**config.mk**
```make
export PLATFORM = sky130hd
export DESIGN_NAME = key_matrix_debounce_flat
export DESIGN_NICKNAME = d
export VERILOG_FILES = /design/src/kmd_pkg.sv /design/src/kmd_row_if.sv /design/src/kmd_result_if.sv /design/src/kmd_lane.sv /design/src/kmd_merge.sv /design/src/key_matrix_debounce.sv /design/src/flat_wrapper.sv
export SDC_FILE = /design/constraint.sdc
export NUM_CORES = 1
export LEC_CHECK = 0
export BUFFER_PORTS_ARGS = -buffer_cell sky130_fd_sc_hd__buf_4
export CORE_ASPECT_RATIO = 0.75
export CORE_MARGIN = 5
export CORE_UTILIZATION = 45
export CTS_BUF_LIST = sky130_fd_sc_hd__clkbuf_2
export DETAILED_ROUTE_END_ITERATION = 6
export PLACE_DENSITY = 0.58
export SLEW_MARGIN = 20
export SYNTH_ARGS = -nofsm -noshare
export SYNTH_HDL_FRONTEND = slang
export SYNTH_HIERARCHICAL = 1
export SYNTH_SLANG_ARGS = --single-unit
export TNS_END_PERCENT = 5
```
**constraint.sdc**
```tcl
create_clock -name clk -period 9.25 [get_ports clk]
set_clock_uncertainty 0.2 [all_clocks]
set_input_delay 1.3875 -clock clk [delete_from_list [all_inputs] [get_ports clk]]
set_output_delay 1.3875 -clock clk [all_outputs]
set_load 0.01 [all_outputs]
```
**src/kmd_pkg.sv**
```systemverilog
// kmd_pkg: shared types and constants for the key matrix debouncer
// used by the channel interfaces, the per-key lane, the merge stage and the top level
package kmd_pkg;

  localparam int ROW_W = 3;
  localparam int COL_W = 13;
  localparam int CNT_W = 7;

  localparam logic [CNT_W-1:0] THRESH_RESET = 7'd5;

  // what one key lane reports for the current transaction
  typedef struct packed {
    logic             changed;
    logic             down;
    logic [CNT_W-1:0] count;
  } lane_out_t;

  // one result item
  typedef struct packed {
    logic [ROW_W-1:0] result_row;
    logic [COL_W-1:0] changed_mask;
    logic [COL_W-1:0] debounced_row;
    logic             activity;
  } result_t;

endpackage

```
**src/kmd_row_if.sv**
```systemverilog
// kmd_row_if: input channel carrying one scanned matrix row
// depends on kmd_pkg for field widths
interface kmd_row_if;
  logic                      valid;
  logic                      ready;
  logic [kmd_pkg::ROW_W-1:0] row_index;
  logic [kmd_pkg::COL_W-1:0] column_levels;

  modport source (output valid, output row_index, output column_levels, input ready);
  modport sink   (input valid, input row_index, input column_levels, output ready);
endinterface

```
**src/kmd_result_if.sv**
```systemverilog
// kmd_result_if: result channel carrying the debounced row and change mask
// depends on kmd_pkg for field widths
interface kmd_result_if;
  logic                      valid;
  logic                      ready;
  logic [kmd_pkg::ROW_W-1:0] result_row;
  logic [kmd_pkg::COL_W-1:0] changed_mask;
  logic [kmd_pkg::COL_W-1:0] debounced_row;
  logic                      activity;

  modport source (output valid, output result_row, output changed_mask,
                  output debounced_row, output activity, input ready);
  modport sink   (input valid, input result_row, input changed_mask,
                  input debounced_row, input activity, output ready);
endinterface

```
**src/kmd_lane.sv**
```systemverilog
// kmd_lane: debounce update for one key of the sampled row
// depends on kmd_pkg for the lane result struct
module kmd_lane (
  input  logic                      en,
  input  logic                      level,
  input  logic                      down_i,
  input  logic [kmd_pkg::CNT_W-1:0] count_i,
  input  logic [kmd_pkg::CNT_W-1:0] thresh,
  output kmd_pkg::lane_out_t        lane_o
);

  logic                      pressed;
  logic                      mismatch;
  logic [kmd_pkg::CNT_W-1:0] cnt_inc;
  logic                      flip;

  assign pressed  = ~level;
  assign mismatch = pressed != down_i;
  assign cnt_inc  = count_i + kmd_pkg::CNT_W'(1);
  assign flip     = mismatch && (cnt_inc >= thresh);

  always_comb begin
    lane_o = '0;
    if (en) begin
      lane_o.changed = flip;
      lane_o.down    = flip ? pressed : down_i;
      if (!mismatch || flip) begin
        lane_o.count = '0;
      end else begin
        lane_o.count = cnt_inc;
      end
    end
  end

endmodule

```
**src/kmd_merge.sv**
```systemverilog
// kmd_merge: gathers the lane results into masks and holds them in a two-entry output buffer
// depends on kmd_pkg and kmd_result_if
module kmd_merge #(
  parameter int LANES = 13
) (
  input  logic                      clk,
  input  logic                      rst_n,
  input  logic                      take,
  input  logic [kmd_pkg::ROW_W-1:0] row,
  input  kmd_pkg::lane_out_t        lanes [LANES],
  output logic                      ready,
  kmd_result_if.source              out_ch
);

  kmd_pkg::result_t res;
  logic [kmd_pkg::COL_W-1:0] chg;
  logic [kmd_pkg::COL_W-1:0] dbn;

  kmd_pkg::result_t main_r;
  kmd_pkg::result_t skid_r;
  logic             main_valid_r;
  logic             skid_valid_r;

  for (genvar b = 0; b < kmd_pkg::COL_W; b++) begin : g_bits
    if (b < LANES) begin : g_lane
      assign chg[b] = lanes[b].changed;
      assign dbn[b] = lanes[b].down;
    end else begin : g_pad
      assign chg[b] = 1'b0;
      assign dbn[b] = 1'b0;
    end
  end

  always_comb begin
    res.result_row    = row;
    res.changed_mask  = chg;
    res.debounced_row = dbn;
    res.activity      = |chg;
  end

  assign ready = !skid_valid_r;

  always_ff @(posedge clk) begin
    if (!rst_n) begin
      main_valid_r <= 1'b0;
      skid_valid_r <= 1'b0;
    end else if (!main_valid_r || out_ch.ready) begin
      // output slot free: drain the skid entry first
      if (skid_valid_r) begin
        main_r       <= skid_r;
        main_valid_r <= 1'b1;
        skid_valid_r <= 1'b0;
      end else begin
        main_r       <= res;
        main_valid_r <= take;
      end
    end else if (take) begin
      skid_r       <= res;
      skid_valid_r <= 1'b1;
    end
  end

  assign out_ch.valid         = main_valid_r;
  assign out_ch.result_row    = main_r.result_row;
  assign out_ch.changed_mask  = main_r.changed_mask;
  assign out_ch.debounced_row = main_r.debounced_row;
  assign out_ch.activity      = main_r.activity;

endmodule

```
**src/key_matrix_debounce.sv**
```systemverilog
// key_matrix_debounce: counter debouncer for a scanned key matrix, one row per transaction
// result registered in the output buffer (skid entry while output stalls); 1 row per cycle
// unless full, set by the read-modify-write of the row's key state held in flip-flops
// a two-entry output buffer keeps input accepting while one result waits
// reset (rst_n low, synchronous): all keys up, all counters zero, threshold 5, buffer empty
// depends on kmd_pkg, kmd_row_if, kmd_result_if, kmd_lane and kmd_merge
module key_matrix_debounce #(
  parameter int ROW_COUNT    = 5,
  parameter int COLUMN_COUNT = 13,
  parameter int KEY_COUNT    = 65
) (
  input  logic                      clk,
  input  logic                      rst_n,
  input  logic                      cfg_we,
  input  logic [kmd_pkg::CNT_W-1:0] cfg_wdata,
  kmd_row_if.sink                   in_ch,
  kmd_result_if.source              out_ch
);

  // only rows reachable by the row field and columns inside the level field are stored
  localparam int ROWS   = (ROW_COUNT < (1 << kmd_pkg::ROW_W)) ? ROW_COUNT : (1 << kmd_pkg::ROW_W);
  localparam int LANES  = (COLUMN_COUNT < kmd_pkg::COL_W) ? COLUMN_COUNT : kmd_pkg::COL_W;
  localparam int ROW_AW = (ROWS > 1) ? $clog2(ROWS) : 1;
  localparam int KW     = $clog2((1 << kmd_pkg::ROW_W) * COLUMN_COUNT + COLUMN_COUNT + 1);

  logic [kmd_pkg::CNT_W-1:0] thresh_r;

  logic                      down_r  [ROWS][LANES];
  logic [kmd_pkg::CNT_W-1:0] count_r [ROWS][LANES];

  logic [ROW_AW-1:0]         row_sel;
  logic                      row_ok;
  logic [KW-1:0]             row_base;
  logic                      take;
  logic                      lane_en [LANES];
  kmd_pkg::lane_out_t        lane_res [LANES];

  assign row_sel  = in_ch.row_index[ROW_AW-1:0];
  assign row_ok   = 32'(in_ch.row_index) < 32'(ROW_COUNT);
  assign row_base = KW'(in_ch.row_index) * KW'(COLUMN_COUNT);
  assign take     = in_ch.valid && in_ch.ready;

  always_ff @(posedge clk) begin
    if (!rst_n) begin
      thresh_r <= kmd_pkg::THRESH_RESET;
    end else if (cfg_we) begin
      thresh_r <= cfg_wdata;
    end
  end

  for (genvar j = 0; j < LANES; j++) begin : g_lanes
    logic [KW-1:0] key_idx;
    logic          st_down;
    logic [kmd_pkg::CNT_W-1:0] st_count;

    assign key_idx    = row_base + KW'(j);
    assign lane_en[j] = row_ok && (32'(key_idx) < 32'(KEY_COUNT));
    assign st_down    = row_ok ? down_r[row_sel][j] : 1'b0;
    assign st_count   = row_ok ? count_r[row_sel][j] : '0;

    kmd_lane u_lane (
      .en      (lane_en[j]),
      .level   (in_ch.column_levels[j]),
      .down_i  (st_down),
      .count_i (st_count),
      .thresh  (thresh_r),
      .lane_o  (lane_res[j])
    );
  end

  always_ff @(posedge clk) begin
    if (!rst_n) begin
      for (int r = 0; r < ROWS; r++) begin
        for (int c = 0; c < LANES; c++) begin
          down_r[r][c]  <= 1'b0;
          count_r[r][c] <= '0;
        end
      end
    end else if (take) begin
      for (int c = 0; c < LANES; c++) begin
        if (lane_en[c]) begin
          down_r[row_sel][c]  <= lane_res[c].down;
          count_r[row_sel][c] <= lane_res[c].count;
        end
      end
    end
  end

  kmd_merge #(
    .LANES (LANES)
  ) u_merge (
    .clk    (clk),
    .rst_n  (rst_n),
    .take   (take),
    .row    (in_ch.row_index),
    .lanes  (lane_res),
    .ready  (in_ch.ready),
    .out_ch (out_ch)
  );

endmodule

```
**src/flat_wrapper.sv**
```systemverilog
// flat-port wrapper written by rule: the top's interface ports become plain ports
module key_matrix_debounce_flat 
#(
  parameter int ROW_COUNT    = 5,
  parameter int COLUMN_COUNT = 13,
  parameter int KEY_COUNT    = 65
)
  (clk, rst_n, cfg_we, cfg_wdata, in_ch_valid, in_ch_row_index, in_ch_column_levels, in_ch_ready, out_ch_valid, out_ch_result_row, out_ch_changed_mask, out_ch_debounced_row, out_ch_activity, out_ch_ready);
  kmd_row_if in_ch_i ();
  kmd_result_if out_ch_i ();
  input  logic clk;
  input  logic rst_n;
  input  logic cfg_we;
  input  logic [kmd_pkg::CNT_W-1:0] cfg_wdata;
  input wire logic [$bits(in_ch_i.valid)-1:0] in_ch_valid;
  input wire logic [$bits(in_ch_i.row_index)-1:0] in_ch_row_index;
  input wire logic [$bits(in_ch_i.column_levels)-1:0] in_ch_column_levels;
  output wire logic [$bits(in_ch_i.ready)-1:0] in_ch_ready;
  output wire logic [$bits(out_ch_i.valid)-1:0] out_ch_valid;
  output wire logic [$bits(out_ch_i.result_row)-1:0] out_ch_result_row;
  output wire logic [$bits(out_ch_i.changed_mask)-1:0] out_ch_changed_mask;
  output wire logic [$bits(out_ch_i.debounced_row)-1:0] out_ch_debounced_row;
  output wire logic [$bits(out_ch_i.activity)-1:0] out_ch_activity;
  input wire logic [$bits(out_ch_i.ready)-1:0] out_ch_ready;
  assign in_ch_i.valid = in_ch_valid;
  assign in_ch_i.row_index = in_ch_row_index;
  assign in_ch_i.column_levels = in_ch_column_levels;
  assign in_ch_ready = in_ch_i.ready;
  assign out_ch_valid = out_ch_i.valid;
  assign out_ch_result_row = out_ch_i.result_row;
  assign out_ch_changed_mask = out_ch_i.changed_mask;
  assign out_ch_debounced_row = out_ch_i.debounced_row;
  assign out_ch_activity = out_ch_i.activity;
  assign out_ch_i.ready = out_ch_ready;
  key_matrix_debounce #(.ROW_COUNT(ROW_COUNT), .COLUMN_COUNT(COLUMN_COUNT), .KEY_COUNT(KEY_COUNT)) u_core (.clk(clk), .rst_n(rst_n), .cfg_we(cfg_we), .cfg_wdata(cfg_wdata), .in_ch(in_ch_i), .out_ch(out_ch_i));
endmodule
```
==> results.md <==
- Status: finished, final reports clean
- Tmin final: 6.28 ns
- Final Util: 49.7%
- Max_slew headroom: 23.7%
- Initial Util: 45.2%
- Mean post-synth cell area: 13.8 um2
- Measured slew at the worst slew-check pin: 1.14 ns
- Synth-to-Final Area Change: 9.82%
- Gr ovfl total: 0
- Max Freq: 159 MHz
- CTS Hold Bufs: 30
- Worst Setup EP: u_core/count_r[4][28]$_DFFE_PP_
- Crit path launch type: input pin
- Leak: 17.3 nW
- Crit. path cell count: 14
- Wirelength per Cell: 25.6 um
- Net Switching: 2.65 mW
- VDD IR max: 124 uV
- Initial drt markers: 3,011
- Slowest CP cell: fa_1
- Critical path arrival: 7.24 ns
- Reg2reg end: u_core/u_merge/out_ch.activity$_DFFE_PP_
- Worst Setup End Kind: flop
- Vias per inst: 5.98
- Final worst slack: 2.97 ns
- Top Ports: 60
- DR DRC count: 0
- Crit. Startpoint: in_ch_row_index[0]
- Compound-Gate Fraction of Synth Area: 3.62%
- Setup violation total in the final timing report: 0
- Worst-path clk slew: 0.11 ns
- Synth cell types: 73
- Post-route cell area: 0.0502 mm2
- Final Hold Fails: 0
- Die Ht: 286 um
- H-tree levels: 4
- Crit-path cells: buf_8, inv_2, ha_1, ha_1, inv_1, fa_1, inv_2, nor3_1, o221ai_1, a211oi_1, nand4_1, a22oi_2, buf_12, o21ba_1
- FF-to-FF path depth: 14
- TritonCTS clock tree: done
- Comb pwr share: 16.9%
- Pint: 6.23 mW
- Main flop type after synthesis: edfxtp_1
- Worst slack at placement: 1.50 ns
- Synth warn: 6
- Port Buffers: 59
- Global-route wire length before repair: 190,000 um
- Simple-gate share of the synthesized area: 15.3%
- Routed Antenna Nets: 0
- Largest family of logic cells by synthesized area: simple AND/OR/NAND/NOR gates
- Max stage delay on crit path: 1.16 ns
- Post-synth EDFFs: 891
- RSZ-0062 raised after global routing: no
- Nets: 3,631
- Setup bufs post-CTS: 0
- Crit Reg-Reg Startpoint: u_core/count_r[2][42]$_SDFFCE_PN0P_
- #FFs+latches synth: 901
- Drt total wl: 128,000 um
- Register area share after synthesis: 59.0%
- Clk buf depth: 3
- Req. time, crit path: 10.21 ns
- Post-detail-place hpwl: 79,200 um
- Layout cells sized above 1: 25.4%
- Setup_tns: 0 ns
- Clock sink total: 901
- Largest net degree at the start of global routing: 136
- Vias in the first global route: 30,400
- WS Path Type: in -> reg
- Number of core rows: 101
- Root Buffer: clkbuf_2
- Initial antenna violation count: 9
- Period utilisation layout: 67.9%
- Ys async rst share: 0%
- Synth Area in XOR/XNOR: 1.81%
- Core area: 0.101 mm2
- Worst min path class: reg -> reg
- Die X: 378 um
- First-pass DRT Iterations: 6
- Mapped cell area: 0.0457 mm2
- Pwr/cell area: 177 mW/mm2
- Crit path buffers/inverters: 5
- Flop-to-flop setup slack: 4.86 ns
- Global Route Usage Sum: 23.6%
- Skew-Pair Late Insertion Delay: 1.60 ns
- Power Total: 8.88 mW
- Detailed-route via count: 29,800
- Synth Area in Adders: 3.22%
- Sequential power share: 52.9%
- Placer Congestion: 0.878
- Cells after Synth: 3,317
- Max-slew violation count: 0
- Max_cap viols: 0
- Family with the most delay on the worst path: adder cells
- Clk pwr share: 30.2%
- Die area: 0.108 mm2
- PostCTS Resize Cnt: 0
- Sw frac: 29.8%
- Mux cell area share after synthesis: 13.7%
- Post-Syn Nets: 3,462
- Cts bufs inserted: 217
- Cell Area, Placed: 0.0478 mm2
- Crit path max fanout: 135
layer usage:
metal	global-route usage, %	routed length, um
met3	4.98	11300
met1	34.0	55600
met4	7.21	2570
met2	36.3	58200
met5	0	0
state kept, by name (all words and copies together) (netlist names):
signal,count
u_core/down_r,104
u_core/u_merge/skid_valid_r,1
u_core/u_merge/out_ch.changed_mask,13
u_core/u_merge/out_ch.result_row,3
u_core/count_r,728
u_core/u_merge/skid_r,30
u_core/u_merge/out_ch.debounced_row,13
u_core/u_merge/out_ch.activity,1
u_core/thresh_r,7
u_core/u_merge/out_ch.valid,1
synthesized netlist by cell type, types with 3 or more instances:
cell       number  area [um2]
ha_1          116        1450
o21ba_1         6        60.1
nor3_1         84         420
xnor2_1        52         455
buf_2          52         260
a211o_1         3        26.3
dfxtp_1        10         200
nor4_2          3        37.5
a211oi_2       26         325
or3_1           8        50.1
a21oi_1        30         150
nor4_1        333        2080
edfxtp_1      891       26800
o31a_1          5        43.8
xor2_1         39         342
nand3b_1       16         120
o21a_1          9        67.6
and2_1         14        87.6
mux2i_1       125        1250
o21ai_0        87         435
and4_2         13         130
nor2b_1       142         888
nor2_1        258         968
nor2b_2        65         569
inv_1         100         375
nand2_1       131         492
nand4_1         4        25.0
a211o_4        13         228
mux4_2        208        4680
mux2_2         29         327
buf_4          19         143
nand3_1        55         275
a211oi_1        4        30.0
clkbuf_1      161         604
buf_1          34         128
a2bb2oi_2       4        60.1
and3_1         11        68.8
nand2b_1      110         688
worst reg2reg max path: stages, from the launching register on:
cell and delay [ns]:
edfxtp_1 0.39, mux4_2 0.51, mux2i_1 0.20, nor2_1 0.13, ha_1 0.30, nand3_1 0.13, nor2_1 0.08, xor2_1 0.15
ha_1 0.29, and4_2 0.25, a211oi_2 0.28, nor2_1 0.21, nor4_2 0.54, nand4_1 0.19, mux2_4 0.29
cell families (layout without fill, tap and decap cells):
| logic type | count (synthesis) | in the layout |
|---|---|---|
| XOR/XNOR | 93 | 93 |
| other | 0 | 5 |
| flip-flops | 901 | 901 |
| AO/OA/AOI/OAI | 214 | 214 |
| multiplexers | 363 | 363 |
| AND/OR/NAND/NOR | 1257 | 1257 |
| adder cells (fa/ha/maj) | 117 | 117 |
| buffers and inverters | 372 | 703 |
through the flow:
step | hold WS (ns) | instances
final | 0.329 | 4992
after global placement | 0.267 | 4576
after detailed placement | 0.282 | 4576
after CTS | 0.144 | 4987
after floorplan | 0.242 | 3317
after global routing | 0.315 | 4990
cell usage in the layout, fill, tap and decap left out, types with 12 or more instances in the layout:
| cell type | synthesis | routed |
|---|---|---|
| edfxtp_1 | 891 | 891 |
| nor4_1 | 333 | 333 |
| clkbuf_2 | 0 | 297 |
| nor2_1 | 258 | 257 |
| mux4_2 | 208 | 208 |
| buf_4 | 19 | 180 |
| nor2b_1 | 142 | 142 |
| mux2i_1 | 125 | 125 |
| nand2_1 | 131 | 125 |
| ha_1 | 116 | 116 |
| nand2b_1 | 110 | 110 |
| inv_1 | 100 | 100 |
| o21ai_0 | 87 | 85 |
| nor2b_2 | 65 | 65 |
| nor3_1 | 84 | 64 |
| nand3_1 | 55 | 55 |
| clkinv_1 | 2 | 54 |
| xnor2_1 | 52 | 52 |
| xor2_1 | 39 | 39 |
| dlygate4sd3_1 | 0 | 30 |
| a21oi_1 | 30 | 30 |
| mux2_2 | 29 | 29 |
| a211oi_2 | 26 | 26 |
| nor3_2 | 1 | 21 |
| clkinv_2 | 0 | 19 |
| nand3b_1 | 16 | 16 |
| and4_2 | 13 | 13 |
| a211o_4 | 13 | 13 |
| and2_1 | 14 | 12 |
power by group through the flow:
stage	Clock [mW]	Sequential, mW	Combinational, mW
after floorplan	0	4.78	1.00
after global placement	0	4.79	1.43
after detailed placement	0	4.80	1.47
after CTS	2.79	4.70	1.49
after global routing	2.98	4.71	1.61
final	2.68	4.70	1.50
how the worst min path moves through the flow:
stage                                     from                                       end  slack [ns]  cells after the start
2_1_floorplan     u_core/down_r[4][12]$_DFF_P_              u_core/down_r[4][12]$_DFF_P_        0.24                      2
3_3_place_gp   u_core/thresh_r[2]$_SDFFE_PN1P_           u_core/thresh_r[2]$_SDFFE_PN1P_        0.27                      2
3_5_place_dp   u_core/thresh_r[2]$_SDFFE_PN1P_           u_core/thresh_r[2]$_SDFFE_PN1P_        0.28                      2
4_1_cts                            in_ch_valid  u_core/u_merge/out_ch.valid$_SDFFE_PN0P_        0.14                      4
5_1_grt                            in_ch_valid  u_core/u_merge/out_ch.valid$_SDFFE_PN0P_        0.32                      4
6_report          u_core/down_r[4][12]$_DFF_P_              u_core/down_r[4][12]$_DFF_P_        0.33                      2
layout make-up:
type | instances | area, um2
clock inverters | 84 | 523
inverters | 104 | 390
clock buffers | 297 | 1490
multi-input cells | 2044 | 17400
well taps | 1339 | 1680
diodes | 5 | 12.5
repair buffers | 218 | 1800
fillers | 8800 | 50900
flip-flops and latches | 901 | 27000
Power figures use the tool's default switching activity.
